`src/hw/rtl/fbla_pkg.sv`:
```
// Shared types and constants for the fixed block free list allocator.
// Holds the beat structs, the status and operation codes, and the controller types.
`timescale 1ns / 1ps

package fbla_pkg;

   localparam logic       OP_ALLOC = 1'b0;
   localparam logic       OP_FREE  = 1'b1;

   localparam logic [1:0] STATUS_OK        = 2'd0;
   localparam logic [1:0] STATUS_FULL      = 2'd1;
   localparam logic [1:0] STATUS_BAD_INDEX = 2'd2;

   localparam logic [8:0] BLOCK_COUNT_RESET = 9'd256;

   typedef struct packed {
      logic       cmd;
      logic [7:0] free_index;
   } req_type;

   typedef struct packed {
      logic [1:0] status;
      logic [7:0] block_index;
      logic [8:0] free_count;
   } rsp_type;

   typedef enum logic [1:0] {
      ST_CLEAR,
      ST_IDLE,
      ST_EXEC
   } state_type;

   typedef struct packed {
      logic clear_step;
      logic accept;
      logic commit;
   } ctrl_cmd_type;

   typedef struct packed {
      logic clear_done;
      logic rsp_ready;
   } ctrl_sts_type;

endpackage

```
`src/hw/rtl/fbla_ctrl.sv`:
```
// Controller state machine of the allocator: list rebuild, beat intake and commit.
// Depends on fbla_pkg for the state and command types.
`timescale 1ns / 1ps

module fbla_ctrl import fbla_pkg::*; (
   input  logic         clock,
   input  logic         reset,
   input  logic         req_valid,
   input  logic         csr_wr_en,
   input  ctrl_sts_type sts,
   output logic         req_stall,
   output ctrl_cmd_type cmd
);

   state_type state_ff;
   state_type state_in;

   always_ff @(posedge clock) begin
      if (reset) begin
         state_ff <= ST_CLEAR;
      end else begin
         state_ff <= state_in;
      end
   end

   always_comb begin
      state_in = state_ff;
      req_stall = 1'b1;
      cmd = '0;
      unique case (state_ff)
         ST_CLEAR: begin
            cmd.clear_step = 1'b1;
            if (sts.clear_done) begin
               state_in = ST_IDLE;
            end
         end
         ST_IDLE: begin
            req_stall = 1'b0;
            if (req_valid) begin
               cmd.accept = 1'b1;
               state_in = ST_EXEC;
            end
         end
         ST_EXEC: begin
            if (sts.rsp_ready) begin
               cmd.commit = 1'b1;
               state_in = ST_IDLE;
            end
         end
         default: begin
            state_in = ST_CLEAR;
         end
      endcase
      if (csr_wr_en) begin
         state_in = ST_CLEAR;
      end
   end

endmodule

```
`src/hw/rtl/fbla_datapath.sv`:
```
// Datapath of the allocator: link memory, head, free counter and result register.
// Depends on fbla_pkg for beat structs, codes and controller types.
`timescale 1ns / 1ps

module fbla_datapath import fbla_pkg::*; #(
   parameter int MAX_BLOCKS = 256
) (
   input  logic         clock,
   input  logic         reset,
   input  ctrl_cmd_type cmd,
   output ctrl_sts_type sts,
   input  req_type      req_data,
   input  logic         csr_wr_en,
   input  logic [8:0]   csr_wr_data,
   output logic         rsp_valid,
   input  logic         rsp_stall,
   output rsp_type      rsp_data
);

   localparam int LINK_W   = $clog2(MAX_BLOCKS + 1);
   localparam int ADDR_W   = $clog2(MAX_BLOCKS);
   localparam int CNT_W    = ADDR_W + 1;
   localparam int CMP_W    = (LINK_W > 9) ? LINK_W : 9;
   localparam int RST_SIZE = (MAX_BLOCKS < 256) ? MAX_BLOCKS : 256;

   logic [LINK_W-1:0] link_mem [MAX_BLOCKS];

   logic [8:0]        block_count_ff;
   logic [LINK_W-1:0] head_ff;
   logic [8:0]        free_ff;
   logic              op_ff;
   logic [7:0]        idx_ff;
   logic [LINK_W-1:0] rd_data_ff;
   logic [CNT_W-1:0]  clr_cnt_ff;
   logic              rsp_valid_ff;
   rsp_type           rsp_ff;

   logic              rsp_valid_in;
   rsp_type           rsp_in;
   logic [LINK_W-1:0] head_in;
   logic [8:0]        free_in;

   logic [CMP_W-1:0]  max_ext;
   logic [CMP_W-1:0]  bc_ext;
   logic [CMP_W-1:0]  size;
   logic [CMP_W-1:0]  wr_ext;
   logic [CMP_W-1:0]  new_size;
   logic [CMP_W-1:0]  head_ext;
   logic [CMP_W-1:0]  idx_ext;
   logic              alloc_ok;
   logic              free_ok;
   logic              clearing;
   logic              wr_en;
   logic [ADDR_W-1:0] wr_addr;
   logic [LINK_W-1:0] wr_data;

   always_comb begin
      max_ext  = CMP_W'(MAX_BLOCKS);
      bc_ext   = CMP_W'(block_count_ff);
      size     = (bc_ext > max_ext) ? max_ext : bc_ext;
      wr_ext   = CMP_W'(csr_wr_data);
      new_size = (wr_ext > max_ext) ? max_ext : wr_ext;
      head_ext = CMP_W'(head_ff);
      idx_ext  = CMP_W'(idx_ff);

      alloc_ok = (op_ff == OP_ALLOC) && (free_ff != 9'd0) && (head_ext < size);
      free_ok  = (op_ff == OP_FREE) && (idx_ext < size);

      head_in = head_ff;
      free_in = free_ff;
      if (alloc_ok) begin
         head_in = rd_data_ff;
         free_in = free_ff - 9'd1;
      end else if (free_ok) begin
         head_in = idx_ext[LINK_W-1:0];
         free_in = free_ff + 9'd1;
      end

      rsp_in.block_index = alloc_ok ? head_ext[7:0] : 8'd0;
      rsp_in.free_count  = free_in;
      if (op_ff == OP_ALLOC) begin
         rsp_in.status = alloc_ok ? STATUS_OK : STATUS_FULL;
      end else begin
         rsp_in.status = free_ok ? STATUS_OK : STATUS_BAD_INDEX;
      end

      clearing = cmd.clear_step && (clr_cnt_ff != CNT_W'(MAX_BLOCKS));
      wr_en    = clearing || (cmd.commit && free_ok);
      wr_addr  = clearing ? clr_cnt_ff[ADDR_W-1:0] : idx_ext[ADDR_W-1:0];
      wr_data  = clearing ? LINK_W'(clr_cnt_ff + CNT_W'(1)) : head_ff;

      rsp_valid_in = cmd.commit || (rsp_valid_ff && rsp_stall);

      sts.clear_done = (clr_cnt_ff == CNT_W'(MAX_BLOCKS));
      sts.rsp_ready  = !rsp_valid_ff || !rsp_stall;
   end

   always_ff @(posedge clock) begin
      if (wr_en) begin
         link_mem[wr_addr] <= wr_data;
      end
      if (cmd.accept) begin
         rd_data_ff <= link_mem[head_ff[ADDR_W-1:0]];
      end
   end

   always_ff @(posedge clock) begin
      if (cmd.accept) begin
         op_ff  <= req_data.cmd;
         idx_ff <= req_data.free_index;
      end
      if (cmd.commit) begin
         rsp_ff <= rsp_in;
      end
   end

   always_ff @(posedge clock) begin
      if (reset) begin
         block_count_ff <= BLOCK_COUNT_RESET;
         head_ff        <= '0;
         free_ff        <= 9'(RST_SIZE);
         clr_cnt_ff     <= '0;
         rsp_valid_ff   <= 1'b0;
      end else begin
         rsp_valid_ff <= rsp_valid_in;
         if (csr_wr_en) begin
            block_count_ff <= csr_wr_data;
            head_ff        <= '0;
            free_ff        <= new_size[8:0];
            clr_cnt_ff     <= '0;
         end else begin
            if (clearing) begin
               clr_cnt_ff <= clr_cnt_ff + CNT_W'(1);
            end
            if (cmd.commit) begin
               head_ff <= head_in;
               free_ff <= free_in;
            end
         end
      end
   end

   assign rsp_valid = rsp_valid_ff;
   assign rsp_data  = rsp_ff;

endmodule

```
`src/hw/rtl/fixed_block_free_list_allocator_unit.sv`:
```
// Top level of the fixed block free list allocator.
// Depends on fbla_pkg, fbla_ctrl and fbla_datapath.
//
//   Channel   Ports                           Direction   Beat
//   request   req_valid req_stall req_data    in          req_type
//   response  rsp_valid rsp_stall rsp_data    out         rsp_type
//   config    csr_wr_en csr_wr_data           in          block count
//
// Each request is handled in two steps: the link of the head block is read from
// the link memory, then the head, the counter and the result register are updated.
// After reset and after each block count write, the link memory is rebuilt one
// entry per cycle, with req_stall held high.
// A result waits in the output register while rsp_stall is high; the next
// request is accepted meanwhile but does not finish until that result is taken.
`timescale 1ns / 1ps

module fixed_block_free_list_allocator_unit import fbla_pkg::*; #(
   parameter int MAX_BLOCKS = 256
) (
   input  logic       clock,
   input  logic       reset,
   input  logic       req_valid,
   output logic       req_stall,
   input  req_type    req_data,
   output logic       rsp_valid,
   input  logic       rsp_stall,
   output rsp_type    rsp_data,
   input  logic       csr_wr_en,
   input  logic [8:0] csr_wr_data
);

   ctrl_cmd_type cmd;
   ctrl_sts_type sts;

   fbla_ctrl u_ctrl (
      .clock     (clock),
      .reset     (reset),
      .req_valid (req_valid),
      .csr_wr_en (csr_wr_en),
      .sts       (sts),
      .req_stall (req_stall),
      .cmd       (cmd)
   );

   fbla_datapath #(
      .MAX_BLOCKS (MAX_BLOCKS)
   ) u_datapath (
      .clock       (clock),
      .reset       (reset),
      .cmd         (cmd),
      .sts         (sts),
      .req_data    (req_data),
      .csr_wr_en   (csr_wr_en),
      .csr_wr_data (csr_wr_data),
      .rsp_valid   (rsp_valid),
      .rsp_stall   (rsp_stall),
      .rsp_data    (rsp_data)
   );

   assert property (@(posedge clock) disable iff (reset)
      (req_valid && !req_stall) |=> req_stall)
      else $error("request accepted in back-to-back cycles");

   assert property (@(posedge clock) disable iff (reset)
      (req_valid && !req_stall && !csr_wr_en) |=> ##1 rsp_valid)
      else $error("no response two cycles after an accepted request");

   assert property (@(posedge clock) disable iff (reset)
      csr_wr_en |=> req_stall)
      else $error("request taken while the link list is being rebuilt");

   assert property (@(posedge clock) disable iff (reset)
      (rsp_valid && rsp_data.status != STATUS_OK) |-> (rsp_data.block_index == 8'd0))
      else $error("failed operation reports a block index");

endmodule
```
`config.mk`:
```
export PLATFORM = sky130hd
export DESIGN_NAME = fixed_block_free_list_allocator_unit
export DESIGN_NICKNAME = d
export VERILOG_FILES = /design/src/hw/rtl/fbla_pkg.sv /design/src/hw/rtl/fbla_ctrl.sv /design/src/hw/rtl/fbla_datapath.sv /design/src/hw/rtl/fixed_block_free_list_allocator_unit.sv
export SDC_FILE = /design/constraint.sdc
export NUM_CORES = 2
export LEC_CHECK = 0
export BUFFER_PORTS_ARGS = -buffer_cell sky130_fd_sc_hd__buf_2
export CAP_MARGIN = 20
export CORE_ASPECT_RATIO = 1.4
export CORE_MARGIN = 8
export CORE_UTILIZATION = 25
export CTS_CLUSTER_SIZE = 16
export DETAILED_ROUTE_END_ITERATION = 10
export GPL_ROUTABILITY_DRIVEN = 1
export PLACE_DENSITY_LB_ADDON = 0.05
export SYNTH_ARGS = -nofsm -noshare
export SYNTH_HDL_FRONTEND = slang
export SYNTH_SLANG_ARGS = --single-unit
```
`constraint.sdc`:
```
create_clock -name clock -period 15.9 [get_ports clock]
set_clock_uncertainty 0.15 [all_clocks]
set_input_delay 0 -clock clock [delete_from_list [all_inputs] [get_ports clock]]
set_output_delay 0 -clock clock [all_outputs]
set_load 0.1 [all_outputs]
```
Yosys cells after proc, flatten, opt, wreduce, memory -nomap -nowiden
Memories as Yosys holds them, arrays and structs flattened. A register that Yosys moved wholly into a read port is not among the register bits.
Index checks and enable logic that the tools add are counted.

storage, ports and cells
  register bits after elaboration = 67
  memory bits (writable) = 2304
  memories kept = 1

memories
  memory               depth  bits a word  rd ports  clocked after memory_dff  wr ports  line                 RTL
  u_datapath.link_mem  256    9            1         1                         1         fbla_datapath.sv:26  logic [LINK_W-1:0] link_mem [MAX_BLOCKS];

operators by class
  add/subtract/negate cells = 3
  magnitude comparators = 4
  equal/unequal tests = 7
  muxes and demuxes = 25
  bitwise logic cells = 1
  reductions and logical operators = 18

operators by type and width
  kind                   count
  $mux W9                9
  $add A9 B1 Y9 const B  2
  $gt A9 B9 Y1 const B   2
  $mux W2                5
  $eq A9 B9 Y1 const B   1
  $lt A8 B9 Y1           1
  $lt A9 B9 Y1           1
  $mux W1                9
  $ne A9 B9 Y1 const B   1
  $reduce_bool A9 Y1     1
  $sub A9 B1 Y9 const B  1
  $mux W8                1
  $logic_and A1 B1 Y1    6
  $ne A2 B2 Y1 const B   3
  $pmux W2 S3            1
  $reduce_bool A2 Y1     2
  $logic_or A1 B1 Y1     3
  $reduce_and A3 Y1      1
  $eq A2 B1 Y1 const B   1
  $eq A2 B2 Y1 const B   1
  $logic_not A1 Y1       2
  $logic_not A2 Y1       1
  $reduce_and A2 Y1      1
  $reduce_or A2 Y1       1
  $not A1 Y1             1

Depth between registers and ports, before layout
  word-level depth = 8
  gate-level depth with buffers = 11
  depth with buffers taken out = 9

By module
Synthesis repeated with hierarchy kept, for this count alone.

unflattened totals
  cells, all modules = 4365
  area total of the unflattened synthesis = 92806.5 sq um

by module, submodules not included
  module         times used  cells each  area each (sq um)
  fbla_datapath  1           4350        92687.6
  fbla_ctrl      1           15          118.9

Least setup slack after synthesis
No wires, ideal clock.

  path kind = register -> register
  start point = register u_datapath.clr_cnt_ff[1]
  end point = memory u_datapath.link_mem[0][6] in the netlist's numbering (data pin)
  setup time = 2187 ps
  data arrival time = 11467 ps
  path slack = 2096 ps
  stages on the path, launching flop included = 9
  path buffers = 4
  clock period less this slack = 13804 ps
  cell sequence = dfxtp_1 clkbuf_1 inv_1 ha_1 a41o_1 buf_4 buf_4 clkbuf_1 o21ai_0

between the ends
  cells in the longest elaborated chain, start to end = 3
  elaborated cells between the ends (all ways) = 4
  classes of those cells = add/sub (1); eq/ne (1); mux (1); reduce/logical (1)

ends and longest elaborated chain
  item                                                   line                  RTL
  from (decl)                                            fbla_datapath.sv:34   logic [CNT_W-1:0] clr_cnt_ff;
  from (signal assigned)                                 fbla_datapath.sv:133  clr_cnt_ff <= clr_cnt_ff + CNT_W'(1);
  branches (longest 2 deep; another with $add A9 B1 Y9)  -
  $mux W9 *                                              fbla_datapath.sv:90   wr_data = clearing ? LINK_W'(clr_cnt_ff + CNT_W'(1)) : head_ff;
  named net u_datapath.wr_data[6]                        fbla_datapath.sv:55   logic [LINK_W-1:0] wr_data;
  to (decl)                                              fbla_datapath.sv:26

Mark *: on every way through the listed nets, which the timed path passes.

==> flow_summary.yaml <==
power:
  p_switching_mw: 2.69
  seqPwrFrac_pct: 52.6
  cellPowerDensity_nw_per_um2: 119
  sw_frac_of_total_pct: 20.7
  p_leak_nw: 33.4
  power_mw: 13.0
  comb_power_share_pct: 1.1
  ir_drop_uv: 76.4
  p_int_mw: 10.3
  power_frac_clock_pct: 46.3
critical_path:
  worstSetupEndpointType: "register"
  worstPathArrival_ns: 6.58
  start_kind: "register"
  critPathMaxFanout: 60
  r2r_slack_ns: 9.73
  reg2reg_from: "u_datapath.head_ext[0]$_SDFFE_PP0P_"
  r2r_cells: 10
  path_class: "register to register"
  r2r_end: "u_datapath.rd_data_ff[7]$_DFFE_PP_"
  worstPathRequired_ns: 16.31
cells_and_area:
  nNetsFinal: 4825
  area_growth_pct: 17.4
  nFillCells: 36200
  instances_no_fill: 9906
  layout-drive-gt1-share_pct: 25.6
  multiInputGateArea_um2: 20500
  seqCellArea_um2: 71100
synth:
  synth.most_common_cell: "edfxtp_1"
  synth-edff-count: 2341
  synth.top_cell.area_share_pct: 75.8
  synth_seq_cells: 2380
  synthTopCellsByArea: "edfxtp_1 76%, mux4_2 14%, nor2_1 1.3%"
  yosysWarnings: 0
  async_flop_share_pct: 0
  synth_seq_area_share_pct: 76.6
  syn_area_um2: 92800
  synth_area_leader_cell: "edfxtp_1"
  ys_top_cells_by_count: "2341 x edfxtp_1, 572 x mux4_2, 328 x nor2_1"
  syn_nets: 4474
  syn_inst: 4432
  ys_types: 71
  synthFlopType: "edfxtp_1"
  syn_area_per_cell_um2: 20.9
hold_path:
  hp-class: "input port to register"
  hold_end: "u_datapath.bc_ext[8]$_SDFFE_PP1P_"
  hold_start: "csr_wr_en"
  min_path_cells: 4
outcome:
  status: "completed"
routing:
  drcViolationCount: 0
  drt_wl_total_mm: 300
  drt_iter0_markers: 3185
  dr_total_vias: 45100
  drtPass1Iterations: 5
  avgViaCountPerCell: 4.55
  wl_per_cell_um: 30.3
  ant_nets: 0
cts:
  htreeDepth: 5
  cts-buffers-inserted: 272
  root_buffer: "clkbuf_16"
  cts_sinks: 2380
  clk_pin_slew_ns: 0.06
  tritoncts: "yes"
  cts_setup_buffers: 0
  cts_buffer_depth: 4
  clk_latency_ns: 0.87
global_routing:
  grtUsageTotal_pct: 15.0
  overflow: 0
  grt_start_max_net_pins: 174
  grt_pass1_wl_mm: 412
  antenna_found_initial: 18
  first_global_vias: 48200
place:
  placed_cells: 9356
  dp_hpwl_mm: 182
  io_buffers: 43
  gp_congestion: 0.711
floorplan:
  core_area_um2: 369000
  dieArea_um2: 391000
  rows: 264
  fp.dieH_um: 737
  die_w_um: 531
  start_util_pct: 25.1
  io_pins: 44
sta:
  tightestPinTransition_ns: 1.21
  setup_violations: 0
  relSlewSlack_pct: 19.0
  finalCriticalPeriod_ns: 6.17
  clock.fmax_mhz: 162
  period_share_pct: 38.8
  maxSlewViolCount: 0
  rsz0062_at_grt: "no"
  finalSetupTns_ns: 0
  finalHoldViolCount: 0
run:
  max-cap-violations: 0
## layout make-up
class	count	share of cell area, %
clock inverters	116	0.871
repair buffers	342	2.65
multi-input cells	1775	18.8
clock buffers	348	6.66
inverters	12	0.0414
diodes	12	0.0276
flip-flops and latches	2380	65.3
well taps	4921	5.65
## placed cells by master (no fill, tap or decap), types with 34 or more instances in the layout
cell type and instances:
clkbuf_16 279, mux2i_1 53, clkinv_1 52, a21oi_1 44, clkinv_2 34, nand2_1 169
mux4_2 572, dlygate4sd3_1 56, a221oi_1 47, dfxtp_1 34, edfxtp_1 2341, buf_4 199
nor2_1 319, a22o_1 69, clkbuf_1 68, buf_2 43, a22oi_1 135
## sequential cells by signal, summed over array words and instances, names as in the netlist, 8 cells and up
signal / flops
u_datapath.bc_ext: 9
u_datapath.clr_cnt_ff: 9
u_datapath.free_ff: 9
u_datapath.head_ext: 9
u_datapath.idx_ff: 8
u_datapath.link_mem: 2304
u_datapath.rd_data_ff: 9
u_datapath.rsp_data: 19
## power by group through the flow
| stage | logic [mW] | clock network (mW) | registers [mW] |
|---|---|---|---|
| 2_1_floorplan | 0.0554 | 0 | 6.98 |
| 3_3_place_gp | 0.131 | 0 | 6.96 |
| 3_5_place_dp | 0.132 | 0 | 6.96 |
| 4_1_cts | 0.143 | 6.25 | 6.83 |
| 5_1_grt | 0.148 | 6.43 | 6.83 |
| 6_report | 0.138 | 6.01 | 6.83 |
## layer usage
layer  vias up  GRT usage, %  wire length (um)
met3       367          2.32             11300
met5         -             0                38
met1     24500          18.7            124000
met4         6          4.25              8710
met2       899          26.9            156000
li1      19300             -                 -
## worst max-delay path: stages (launching register included)
cell and delay (ns):
dfxtp_4 0.68, buf_12 0.45, buf_4 0.65, buf_4 0.73
buf_4 0.67, mux4_2 0.59, a22o_1 0.21, a221oi_1 0.28
o22ai_1 0.22, a211oi_1 0.83, a311oi_1 0.10
## worst max-delay path by stage
stage,start,endpoint,slack [ns],cells after the start
6_report,u_datapath.head_ext[0]$_SDFFE_PP0P_,u_datapath.rd_data_ff[7]$_DFFE_PP_,9.73,10
5_1_grt,u_datapath.head_ext[0]$_SDFFE_PP0P_,u_datapath.rd_data_ff[7]$_DFFE_PP_,9.24,10
4_1_cts,u_datapath.head_ext[0]$_SDFFE_PP0P_,u_datapath.rd_data_ff[2]$_DFFE_PP_,9.53,10
3_5_place_dp,u_datapath.head_ext[0]$_SDFFE_PP0P_,u_datapath.rd_data_ff[2]$_DFFE_PP_,9.52,10
3_3_place_gp,u_datapath.head_ext[0]$_SDFFE_PP0P_,u_datapath.rd_data_ff[1]$_DFFE_PP_,9.45,10
2_1_floorplan,u_datapath.clr_cnt_ff[1]$_SDFFE_PP0P_,u_datapath.link_mem[0][6]$_DFFE_PP_,2.10,8
## per-stage QoR
step	utilization (%)	setup WS [ns]	hold WS [ns]	cell area, um2
after floorplan	-	2.10	-0.0511	92800
after global placement	27.0	9.45	0.0522	99500
after detailed placement	27.1	9.52	0.0416	99900
after CTS	29.4	9.53	0.0371	109000
after global routing	29.5	9.24	0.147	109000
final	29.5	9.73	0.134	109000
## cells by family (layout without fill, tap and decap cells)
kind of cell	count (synthesis)	after routing	synth area share [%]
buffers and inverters	277	818	1.61
muxes	639	639	14.6
xor gates and xnor gates	21	21	0.198
adders and majority gates	19	19	0.256
and+or+nand+nor	636	636	3.01
AOI/OAI and AO/OA	460	460	3.69
other	0	12	0
DFF	2380	2380	76.6
## repair_timing
action,4_1_cts,5_1_grt
hold buffers,56,0
gates resized for setup,0,0
endpoints found under the hold margin,58,0
(Power assumes the default switching activity.)
